## config.mk

```make
export PLATFORM = sky130hd
export DESIGN_NAME = stream_find_replace
export DESIGN_NICKNAME = d
export VERILOG_FILES = /design/src/rtl/sfr_pkg.sv /design/src/rtl/sfr_win_cell.sv /design/src/rtl/sfr_out_cell.sv /design/src/rtl/stream_find_replace.sv
export VERILOG_INCLUDE_DIRS = /design/src /design/src/rtl
export SDC_FILE = /design/constraint.sdc
export NUM_CORES = 1
export LEC_CHECK = 0
export BUFFER_PORTS_ARGS = -buffer_cell sky130_fd_sc_hd__buf_2
export CAP_MARGIN = 20
export CORE_ASPECT_RATIO = 0.7
export CORE_MARGIN = 4
export CORE_UTILIZATION = 35
export CTS_BUF_LIST = sky130_fd_sc_hd__clkbuf_2 sky130_fd_sc_hd__clkbuf_4 sky130_fd_sc_hd__clkbuf_8
export CTS_CLUSTER_DIAMETER = 30
export DETAILED_ROUTE_END_ITERATION = 6
export PLACE_DENSITY = 0.63
export SLEW_MARGIN = 20
export SYNTH_ARGS = -nofsm -noshare
export SYNTH_HDL_FRONTEND = slang
export SYNTH_SLANG_ARGS = --single-unit
export TNS_END_PERCENT = 1
```

## constraint.sdc

```tcl
create_clock -name clk_i -period 6.6 [get_ports clk_i]
set_clock_uncertainty 0.1 [all_clocks]
set_input_delay 1.32 -clock clk_i [delete_from_list [all_inputs] [get_ports clk_i]]
set_output_delay 1.32 -clock clk_i [all_outputs]
set_load 0.01 [all_outputs]
```

## src/rtl/stream_find_replace_assert.svh

```systemverilog
// Assertion macros for the stream find/replace block.
`ifndef STREAM_FIND_REPLACE_ASSERT_SVH
`define STREAM_FIND_REPLACE_ASSERT_SVH

// Same-cycle implication, sampled on the rising clock, off during reset.
`define SFR_ASSERT_NOW(lbl, ante, cons, msg) \
  lbl: assert property (@(posedge clk_i) disable iff (!rst_ni) (ante) |-> (cons)) \
    else $error(msg);

// Next-cycle implication, sampled on the rising clock, off during reset.
`define SFR_ASSERT_NEXT(lbl, ante, cons, msg) \
  lbl: assert property (@(posedge clk_i) disable iff (!rst_ni) (ante) |=> (cons)) \
    else $error(msg);

`endif

```

## src/rtl/sfr_pkg.sv

```systemverilog
package sfr_pkg;

  localparam int unsigned CfgIdxW  = 8;
  localparam int unsigned CfgDataW = 64;

  typedef enum logic [CfgIdxW-1:0] {
    REG_PATTERN_BYTES      = 8'd0,
    REG_PATTERN_LENGTH     = 8'd1,
    REG_REPLACEMENT_BYTES  = 8'd2,
    REG_REPLACEMENT_LENGTH = 8'd3
  } cfg_reg_e;

  // One pending output item.
  typedef struct packed {
    logic [7:0] data;
    logic       present;
    logic       last;
  } item_t;

  // Per-cycle control of one window cell.
  typedef struct packed {
    logic we;
    logic shift;
  } win_ctrl_t;

  // Per-cycle control of one output queue cell.
  typedef struct packed {
    logic load;
    logic shift;
  } out_ctrl_t;

endpackage

```

## src/rtl/sfr_win_cell.sv

```systemverilog
module sfr_win_cell (
  input  logic              clk_i,
  input  sfr_pkg::win_ctrl_t ctrl_i,
  input  logic [7:0]        in_byte_i,
  input  logic [7:0]        nbr_byte_i,
  input  logic [7:0]        pat_byte_i,
  output logic [7:0]        cur_byte_o,
  output logic              eq_o
);
  import sfr_pkg::*;

  logic [7:0] byte_q;
  logic [7:0] byte_d;

  // The byte this cell holds once the incoming item is written in.
  assign cur_byte_o = ctrl_i.we ? in_byte_i : byte_q;
  assign eq_o       = (cur_byte_o == pat_byte_i);

  always_comb begin
    byte_d = byte_q;
    if (ctrl_i.shift) begin
      byte_d = nbr_byte_i;
    end else if (ctrl_i.we) begin
      byte_d = in_byte_i;
    end
  end

  always_ff @(posedge clk_i) begin
    byte_q <= byte_d;
  end

endmodule

```

## src/rtl/sfr_out_cell.sv

```systemverilog
module sfr_out_cell (
  input  logic               clk_i,
  input  sfr_pkg::out_ctrl_t ctrl_i,
  input  sfr_pkg::item_t     new_item_i,
  input  sfr_pkg::item_t     nbr_item_i,
  output sfr_pkg::item_t     item_o
);
  import sfr_pkg::*;

  item_t item_q;
  item_t item_d;

  assign item_o = item_q;

  always_comb begin
    item_d = item_q;
    if (ctrl_i.load) begin
      item_d = new_item_i;
    end else if (ctrl_i.shift) begin
      item_d = nbr_item_i;
    end
  end

  always_ff @(posedge clk_i) begin
    item_q <= item_d;
  end

endmodule

```

## src/rtl/stream_find_replace.sv

```systemverilog
// Output: the results of an accepted item are registered in the output cell chain.
// Throughput: one item per cycle while each item yields at most one result and the
//   output is not stalled; an item that yields n results (up to the larger of the
//   two maximum lengths) holds off the input until at most one result is queued.
// Reset: window and output chain empty, pattern length 1, replacement length 0,
//   pattern and replacement bytes zero.
module stream_find_replace #(
  parameter int unsigned MAX_PATTERN     = 8,
  parameter int unsigned MAX_REPLACEMENT = 8
) (
  input  logic                         clk_i,
  input  logic                         rst_ni,
  // configuration write channel
  input  logic                         cfg_valid_i,
  output logic                         cfg_ready_o,
  input  logic [sfr_pkg::CfgIdxW-1:0]  cfg_index_i,
  input  logic [sfr_pkg::CfgDataW-1:0] cfg_data_i,
  // input stream
  input  logic                         s_axis_tvalid,
  output logic                         s_axis_tready,
  input  logic [7:0]                   s_axis_tdata,   // [7:0] data_byte
  input  logic                         s_axis_tlast,   // end_of_stream
  // output stream
  output logic                         m_axis_tvalid,
  input  logic                         m_axis_tready,
  output logic [7:0]                   m_axis_tdata,   // [7:0] out_byte
  output logic [0:0]                   m_axis_tuser,   // [0] byte_present
  output logic                         m_axis_tlast    // out_last
);
  import sfr_pkg::*;

  localparam int unsigned NI = (MAX_PATTERN > MAX_REPLACEMENT) ? MAX_PATTERN
                                                               : MAX_REPLACEMENT;
  localparam int unsigned QD = NI + 1;
  localparam int unsigned CW = $clog2(QD + 1);
  localparam int unsigned WW = $clog2(MAX_PATTERN + 1);
  localparam int unsigned RW = $clog2(MAX_REPLACEMENT + 1);

  // Configuration registers
  logic [CfgDataW-1:0] pat_q, pat_d;
  logic [CfgDataW-1:0] rep_q, rep_d;
  logic [WW-1:0]       plen_q, plen_d;
  logic [RW-1:0]       rlen_q, rlen_d;
  logic [3:0]          len_wr;
  logic                plen_wr;

  // Window and output queue control state
  logic [WW-1:0] wc_q, wc_d;
  logic [CW-1:0] cnt_q, cnt_d;

  logic       acc, pop, full, match, marker, base;
  logic [CW-1:0] n;

  logic [7:0]          win_cur [MAX_PATTERN];
  logic [MAX_PATTERN-1:0] win_eq;
  logic [MAX_PATTERN-1:0] win_hit;
  win_ctrl_t           win_ctrl [MAX_PATTERN];

  logic [7:0] win_b  [QD];
  logic [7:0] rep_b  [QD];
  item_t      items  [QD];
  item_t      q_item [QD];
  out_ctrl_t  q_ctrl [QD];

  // ---------------------------------------------------------------------------
  // Configuration port
  // ---------------------------------------------------------------------------
  assign cfg_ready_o = 1'b1;
  assign len_wr      = cfg_data_i[3:0];

  always_comb begin
    pat_d   = pat_q;
    rep_d   = rep_q;
    plen_d  = plen_q;
    rlen_d  = rlen_q;
    plen_wr = 1'b0;
    if (cfg_valid_i) begin
      unique case (cfg_index_i)
        REG_PATTERN_BYTES: pat_d = cfg_data_i;
        REG_PATTERN_LENGTH: begin
          plen_wr = 1'b1;
          if (len_wr == 4'd0) begin
            plen_d = WW'(1);
          end else if (len_wr > 4'(MAX_PATTERN)) begin
            plen_d = WW'(MAX_PATTERN);
          end else begin
            plen_d = WW'(len_wr);
          end
        end
        REG_REPLACEMENT_BYTES: rep_d = cfg_data_i;
        REG_REPLACEMENT_LENGTH: begin
          if (len_wr > 4'(MAX_REPLACEMENT)) begin
            rlen_d = RW'(MAX_REPLACEMENT);
          end else begin
            rlen_d = RW'(len_wr);
          end
        end
        default: ;
      endcase
    end
  end

  // ---------------------------------------------------------------------------
  // Window cell row
  // ---------------------------------------------------------------------------
  assign acc  = s_axis_tvalid && s_axis_tready;
  assign full = ((wc_q + WW'(1)) == plen_q);

  for (genvar i = 0; i < MAX_PATTERN; i++) begin : g_win
    logic [7:0] nbr;
    if (i < MAX_PATTERN - 1) begin : g_mid
      assign nbr = win_cur[i+1];
    end else begin : g_end
      assign nbr = 8'h00;
    end

    assign win_ctrl[i].we    = acc && (wc_q == WW'(i));
    assign win_ctrl[i].shift = acc && full && !match;
    // cells past the pattern length do not take part in the compare
    assign win_hit[i]        = win_eq[i] || (WW'(i) >= plen_q);

    sfr_win_cell u_cell (
      .clk_i      (clk_i),
      .ctrl_i     (win_ctrl[i]),
      .in_byte_i  (s_axis_tdata),
      .nbr_byte_i (nbr),
      .pat_byte_i (pat_q[8*i +: 8]),
      .cur_byte_o (win_cur[i]),
      .eq_o       (win_eq[i])
    );
  end

  assign match  = full && (&win_hit);
  assign marker = match && s_axis_tlast && (rlen_q == RW'(0));

  // Number of results this item yields
  always_comb begin
    if (match) begin
      n = marker ? CW'(1) : CW'(rlen_q);
    end else if (full) begin
      n = s_axis_tlast ? CW'(plen_q) : CW'(1);
    end else begin
      n = s_axis_tlast ? (CW'(wc_q) + CW'(1)) : CW'(0);
    end
  end

  always_comb begin
    wc_d = wc_q;
    if (plen_wr) begin
      wc_d = '0;
    end else if (acc) begin
      if (s_axis_tlast || match) begin
        wc_d = '0;
      end else if (!full) begin
        wc_d = wc_q + WW'(1);
      end
    end
  end

  // ---------------------------------------------------------------------------
  // Candidate results, padded to the queue depth
  // ---------------------------------------------------------------------------
  for (genvar k = 0; k < QD; k++) begin : g_item
    if (k < MAX_PATTERN) begin : g_w
      assign win_b[k] = win_cur[k];
    end else begin : g_wz
      assign win_b[k] = 8'h00;
    end
    if (k < MAX_REPLACEMENT) begin : g_r
      assign rep_b[k] = rep_q[8*k +: 8];
    end else begin : g_rz
      assign rep_b[k] = 8'h00;
    end

    always_comb begin
      items[k].data    = match ? rep_b[k] : win_b[k];
      items[k].present = 1'b1;
      if (marker) begin
        items[k].data    = 8'h00;
        items[k].present = 1'b0;
      end
      items[k].last = s_axis_tlast && (CW'(k) == (n - CW'(1)));
    end
  end

  // ---------------------------------------------------------------------------
  // Output cell chain: head at cell 0, drains, while the receiver is ready, one item per cycle
  // ---------------------------------------------------------------------------
  assign m_axis_tvalid = (cnt_q != CW'(0));
  assign pop           = m_axis_tvalid && m_axis_tready;
  assign s_axis_tready = (cnt_q <= CW'(1));
  // new results land right behind whatever stays in the chain
  assign base          = (cnt_q == CW'(1)) && !pop;

  for (genvar j = 0; j < QD; j++) begin : g_out
    item_t nbr;
    item_t nitem;
    if (j < QD - 1) begin : g_mid
      assign nbr = q_item[j+1];
    end else begin : g_end
      assign nbr = '0;
    end
    if (j > 0) begin : g_sel
      assign nitem = base ? items[j-1] : items[j];
    end else begin : g_head
      assign nitem = items[j];
    end

    assign q_ctrl[j].load  = acc && (CW'(j) >= CW'(base))
                             && (CW'(j) < (CW'(base) + n));
    assign q_ctrl[j].shift = pop;

    sfr_out_cell u_cell (
      .clk_i      (clk_i),
      .ctrl_i     (q_ctrl[j]),
      .new_item_i (nitem),
      .nbr_item_i (nbr),
      .item_o     (q_item[j])
    );
  end

  always_comb begin
    cnt_d = cnt_q - (pop ? CW'(1) : CW'(0));
    if (acc) begin
      cnt_d = cnt_d + n;
    end
  end

  assign m_axis_tdata    = q_item[0].data;
  assign m_axis_tuser[0] = q_item[0].present;
  assign m_axis_tlast    = q_item[0].last;

  // ---------------------------------------------------------------------------
  // Registers
  // ---------------------------------------------------------------------------
  always_ff @(posedge clk_i or negedge rst_ni) begin
    if (!rst_ni) begin
      pat_q  <= '0;
      rep_q  <= '0;
      plen_q <= WW'(1);
      rlen_q <= '0;
      wc_q   <= '0;
      cnt_q  <= '0;
    end else begin
      pat_q  <= pat_d;
      rep_q  <= rep_d;
      plen_q <= plen_d;
      rlen_q <= rlen_d;
      wc_q   <= wc_d;
      cnt_q  <= cnt_d;
    end
  end

  // ---------------------------------------------------------------------------
  // Assertions
  // ---------------------------------------------------------------------------
`include "stream_find_replace_assert.svh"

  `SFR_ASSERT_NOW(a_win_bound, 1'b1, wc_q < plen_q, "window count reached pattern length")
  `SFR_ASSERT_NOW(a_queue_bound, 1'b1, cnt_q <= CW'(QD), "output chain overflow")
  `SFR_ASSERT_NEXT(a_end_clears, acc && s_axis_tlast, wc_q == '0, "window not empty after end")
  `SFR_ASSERT_NEXT(a_end_emits, acc && s_axis_tlast, m_axis_tvalid, "end item gave no result")

endmodule

```

Word-level counts from Yosys, hierarchy flattened:

Index checks and enable logic that the tools add are counted.

* multiplexer cells: 73
* reductions and logical operators: 69
* equality and inequality tests: 29
* order comparisons: 21
* add/sub/neg operators: 5

Operators by type and width (count)
* $mux 10: 26
* $mux 8: 23
* $mux 9: 8
* $eq 8x8->1: 8
* $mux 4: 12
* $logic_and 1x1->1: 36
* $reduce_bool 2->1: 10
* $eq 3x4->1 const A: 4
* $eq 4x3->1 const B: 4
* $eq 8x2->1 const B: 2
* $ge 3x4->1 const A: 4
* $logic_not 4->1: 4
* $lt 3x4->1 const A: 4
* $reduce_and 2->1: 5
* $logic_or 1x1->1: 9
* $eq 2x4->1 const A: 2
* $eq 4x1->1 const B: 2
* $eq 4x2->1 const B: 2
* $eq 8x1->1 const B: 1
* $ge 1x4->1 const A: 2
* $ge 2x4->1 const A: 2
* $logic_not 8->1: 1
* $lt 1x4->1 const A: 2
* $lt 2x4->1 const A: 2
* other kinds (18): 22

* word-level logic and storage cells: 238
* register bits: 298

Longest topological paths before layout:

* word-level depth: 17
* mapped depth: 23

Hierarchy:

A second synthesis with hierarchy kept.

* cell total of the unflattened synthesis: 1205
* area, all modules: 15851.5 um^2

By module, submodules not included
* stream_find_replace: times used 1, sequential area each 3604.7 um^2, cells an instance 711, area each 7840.0 um^2
* sfr_out_cell: times used 9, sequential area each 300.3 um^2, cells an instance 22, area each 464.2 um^2
* sfr_win_cell: times used 8, sequential area each 160.2 um^2, cells an instance 37, area each 479.2 um^2

Least setup slack after synthesis:

OpenSTA, ideal clock, no wires.

* path type: input to register
* start point: in s_axis_tdata[7]
* end point: reg g_out[1].u_cell.item_q, in the netlist g_out[1].u_cell.item_o[0], enable pin
* arrival: 6151 ps
* slack: 32 ps
* stages: 20
* buffers on the path: 4
* required time: 6183 ps
* path through: clkbuf_1 > clkinv_1 > a2111oi_0 > and4_1 > o2111ai_1 > o32a_1 > a211o_1 > nor4_4 > buf_6 > mux2i_1 > ha_1 > ha_1 > clkbuf_1 > nand3_1 > xor2_1 > a211oi_1 > a211oi_4 > a21oi_2 > buf_6 > nand2_1

* word-level cells in the longest chain between the ends: 13
* elaborated cells on any way between the ends: 34
* those cells by class: add/sub (1); order compare (1); eq/ne (8); mux (10); reduce/logical (14)

RTL lines
* from (decl): line stream_find_replace.sv:21 `input logic [7:0] s_axis_tdata,`
* $mux 8, on equally long branches
* $eq 8x8->1: line sfr_win_cell.sv:17 `assign eq_o = (cur_byte_o == pat_byte_i);`
* $logic_or 1x1->1: line stream_find_replace.sv:120 `assign win_hit[i] = win_eq[i] || (WW'(i) >= plen_q);`
* $reduce_and 8->1 *: line stream_find_replace.sv:133 `assign match = full && (&win_hit);`
* $logic_and 1x1->1 *: line stream_find_replace.sv:133
* $logic_and 1x1->1 (2 in series): line stream_find_replace.sv:134 `assign marker = match && s_axis_tlast && (rlen_q == RW'(0));`
* $mux 4: line stream_find_replace.sv:139 `n = marker ? CW'(1) : CW'(rlen_q);`
* $mux 4 *: line stream_find_replace.sv:138 `if (match) begin`
* $add 1x4->4 *: line stream_find_replace.sv:210 `&& (CW'(j) < (CW'(base) + n));`
* $lt 1x4->1 *: line stream_find_replace.sv:210
* $logic_and 1x1->1 *: line stream_find_replace.sv:210
* $reduce_bool 2->1 (no source line) *
* to (signal assigned): line sfr_out_cell.sv:25 `item_q <= item_d;`
* to (decl): line sfr_out_cell.sv:10 `item_t item_q;`

Every way passes the cells marked *; elsewhere a longest branch is shown, timed or not.
A chain may end at the register's enable or synchronous reset.

Worst setup path in the final report:

* start point: reg wc_q[0]
* end point: reg g_out[1].u_cell.item_q, in the netlist g_out[1].u_cell.item_o[6], enable pin

* word-level cells in the longest chain between the ends: 15
* elaborated cells on any way between the ends: 54
* those cells by class: add/sub (2); order compare (1); eq/ne (16); mux (12); reduce/logical (23)

RTL lines
* from (decl): line stream_find_replace.sv:48 `logic [WW-1:0] wc_q, wc_d;`
* from (signal assigned): line stream_find_replace.sv:249 `wc_q <= wc_d;`
* $eq 4x1->1, or another cell as far along: line stream_find_replace.sv:117 `assign win_ctrl[i].we = acc && (wc_q == WW'(i));`
* $logic_and 1x1->1: line stream_find_replace.sv:117
* $mux 8, on equally long branches
* $eq 8x8->1: line sfr_win_cell.sv:17
* $logic_or 1x1->1: line stream_find_replace.sv:120
* $reduce_and 8->1: line stream_find_replace.sv:133
* $logic_and 1x1->1: line stream_find_replace.sv:133
* $logic_and 1x1->1 (2 in series): line stream_find_replace.sv:134
* $mux 4: line stream_find_replace.sv:139
* $mux 4 *: line stream_find_replace.sv:138
* $add 1x4->4 *: line stream_find_replace.sv:210
* $lt 1x4->1 *: line stream_find_replace.sv:210
* $logic_and 1x1->1 *: line stream_find_replace.sv:210
* $reduce_bool 2->1 (no source line) *

Marked as above.

==> results_dict.tcl <==
set metrics [dict create \
    synth.most_common_cell "nor2_1" \
    yosys_register_bits 298 \
    drive_gt1_frac 0.240 \
    dp.cells 2322 \
    reg2reg_depth 19 \
    critPathCaptureType "flop" \
    num_vias 13936 \
    ant_nets 0 \
    setup-violations-final 0 \
    clock_latency_ns 0.63 \
    dp_hpwl_um 40500 \
    grt_setup_unrepaired "no" \
    initial_utilization 0.354 \
    min_period_ns 6.01 \
    max-slew-margin-rel 0.246 \
    synth_edf_count 90 \
    setup_ws_ns 0.591 \
    routed_wl_um 55500 \
    status "complete, but fails checks" \
    clk_pin_slew_ns 0.06 \
    slew_viol_final 0 \
    syn_inst 1659 \
    leakage_nw 7.84 \
    drt_iter0_drc 1552 \
    syn_to_final_growth_pct 17.1 \
    min_path_type "reg -> reg" \
    synthArstFlopShare 0.483 \
    holdBufCountCts 0 \
    regArea_um2 7590 \
    cp-start-kind "flop" \
    cts_buffer_depth 3 \
    cts_post_setup_buffers_inserted 0 \
    synthTopCellsByCount "nor2_1, dfrtp_1, o21ai_0, mux2_2, nand2_1" \
    syn-num-nets 1756 \
    worstPathRequired_ns 6.77 \
    critPathMostFrequentCell "ha_1" \
    die_w_um 263 \
    grt_pass1_vias 13410 \
    timing.rr.start "wc_q[0]" \
    maxCapViolCount 0 \
    ys.flop_type "dfrtp_1" \
    numPortBuffers 97 \
    path_max_fanout 19 \
    cts_buffers 58 \
    core-area_um2 45100 \
    yosysWarningCount 0 \
    ys_types 82 \
    drt-wirelength-per-cell_um 22.8 \
    hold_viol 0 \
    fmax_ghz 0.166 \
    fin_cells 2429 \
    clock_sinks 298 \
    drc 1 \
    cp.arrival_ns 6.17 \
    synthesis.area_um2 15900 \
    yosysTopAreaCellShare 0.224 \
    slowest_stage "nor4b_1" \
    reg2reg_to "g_out[1].u_cell.item_o[6]" \
    num-fill-cells 4453 \
    nets 1876 \
    path_class "reg -> reg" \
    vdd_drop_max_uv 194 \
    gp_congestion 0.962 \
    slowest_delay_ns 0.54 \
    via_per_inst 5.74 \
    ys_seq_area_frac 0.476 \
    hold_start "rep_q[60]" \
    worstMarginPinSlew_ns 1.13 \
    die_h_um 187 \
    root_buffer "clkbuf_8" \
    period_share 0.910 \
    overflow 0 \
    die_area_um2 49100 \
    cts_resized 0 \
    p_per_area_nw_per_um2 382 \
    track_usage 0.219 \
    cts_tree "yes" \
    holdPathStages 1 \
    rows 65 \
    io_pins 99 \
    finalSetupTns_ns 0 \
    multiInputGateArea_um2 7680 \
    antenna_found_initial 2 \
    grt_pass1_wl_um 84300 \
    place_ws_ns 0.195 \
    worstPathCellList "inv_1 -> ha_1 -> nand3_1 -> nor2_2 -> nor4b_1 -> o2111ai_1 -> o32a_1 -> a211o_1 -> nor4_4 -> mux2i_1 -> ha_1 -> ha_1 -> nand3_1 -> xor2_1 -> a211oi_1 -> a211oi_4 -> a21oi_2 -> buf_12 -> nand2_1" \
    synth.largest_area_cell "dfrtp_1" \
    hold_end "rep_q[60]" \
    grt_max_degree 145 \
    postSynthAreaPerCell_um2 9.61 \
    violations "DRC" \
    dr.pass1.iters 7 \
    cts_max_level 2 \
    reg2reg_slack_ns 0.59 \
    synthTopCellsByArea "dfrtp_1, edfxtp_1, mux2_2, dfxtp_1, nor2_1" \
]
-- placed cells by master, fill, tap and decap left out, drive strengths merged, types with 48 or more instances in the layout --
cell	n
buf	163
dfxtp	64
mux2	131
inv	63
nand2	126
dfrtp	143
o21ai	145
mux2i	48
nor2	220
clkbuf	78
nand3	58
edfxtp	90
o22ai	69
a21oi	84
-- per-stage QoR --
| step | total power [W] | util | cell area (µm²) | hold WS [ns] |
|---|---|---|---|---|
| 2_1_floorplan | 0.00401 | - | 15900 | 0.360 |
| 3_3_place_gp | 0.00490 | 0.384 | 17300 | 0.375 |
| 3_5_place_dp | 0.00489 | 0.384 | 17300 | 0.391 |
| 4_1_cts | 0.00710 | 0.415 | 18700 | 0.404 |
| 5_1_grt | 0.00750 | 0.415 | 18700 | 0.410 |
| 6_report | 0.00713 | 0.415 | 18700 | 0.403 |
-- flip-flops by register name, indices dropped and copies added, names as in the netlist --
signal / cells
rep_q: 64
plen_q: 4
g_out.u_cell.item_o: 90
wc_q: 4
pat_q: 64
rlen_q: 4
g_win.u_cell.byte_q: 64
cnt_q: 4
-- power by group --
group,switching [W],internal (W)
Clock,0.000868,0.00133
Sequential,0.000371,0.00232
Combinational,0.00144,0.000806
-- worst max-delay path by stage --
stage | end | start | slack, ns | depth (start not counted)
2_1_floorplan | g_out[1].u_cell.item_o[0] | s_axis_tdata[7] | 0.03 | 20
6_report | g_out[1].u_cell.item_o[6] | wc_q[0] | 0.59 | 19
5_1_grt | g_out[1].u_cell.item_o[6] | cnt_q[1] | 0.24 | 18
3_5_place_dp | g_out[1].u_cell.item_o[6] | s_axis_tvalid | 0.19 | 19
3_3_place_gp | g_out[1].u_cell.item_o[7] | s_axis_tvalid | 0.26 | 18
4_1_cts | g_out[1].u_cell.item_o[7] | cnt_q[1] | 0.64 | 18
-- per-layer routing --
| metal | routed length [µm] | track usage | vias up |
|---|---|---|---|
| met5 | 7 | 0 | - |
| met4 | 1480 | 0.0594 | 2 |
| met3 | 6580 | 0.0680 | 125 |
| met2 | 22700 | 0.306 | 791 |
| met1 | 24800 | 0.325 | 6750 |
| li1 | - | - | 6268 |
-- cell type report --
type | instances | share of cell area
multi-input combinational | 1196 | 0.411
inverter | 62 | 0.0125
timing repair buffer | 163 | 0.0555
tap | 603 | 0.0404
clock buffer | 78 | 0.0545
antenna | 1 | 0.000134
sequential | 298 | 0.406
clock inverter | 28 | 0.0198
-- cells by family (layout without fill, tap and decap cells) --
| logic type | after synthesis | in the layout | share of synthesized area |
|---|---|---|---|
| AO/OA/AOI/OAI | 431 | 431 | 0.168 |
| XOR/XNOR | 42 | 42 | 0.0242 |
| adder cells (fa/ha/maj) | 11 | 11 | 0.00863 |
| buffers and inverters | 165 | 331 | 0.0436 |
| flip-flops | 298 | 298 | 0.476 |
| multiplexers | 179 | 179 | 0.125 |
| other | 1 | 2 | 0.000235 |
| AND/OR/NAND/NOR | 532 | 532 | 0.154 |
-- worst max-delay path, delay by kind of cell (launching register included) --
kind                     cells  cell delay [ns]
AND/OR/NAND/NOR              6             1.82
AO/OA/AOI/OAI                6             1.70
adder cells (fa/ha/maj)      3             0.70
flip-flops                   1             0.50
buffers and inverters        2             0.33
multiplexers                 1             0.32
XOR/XNOR                     1             0.16
No activity file was read; power rests on OpenSTA's default activity.
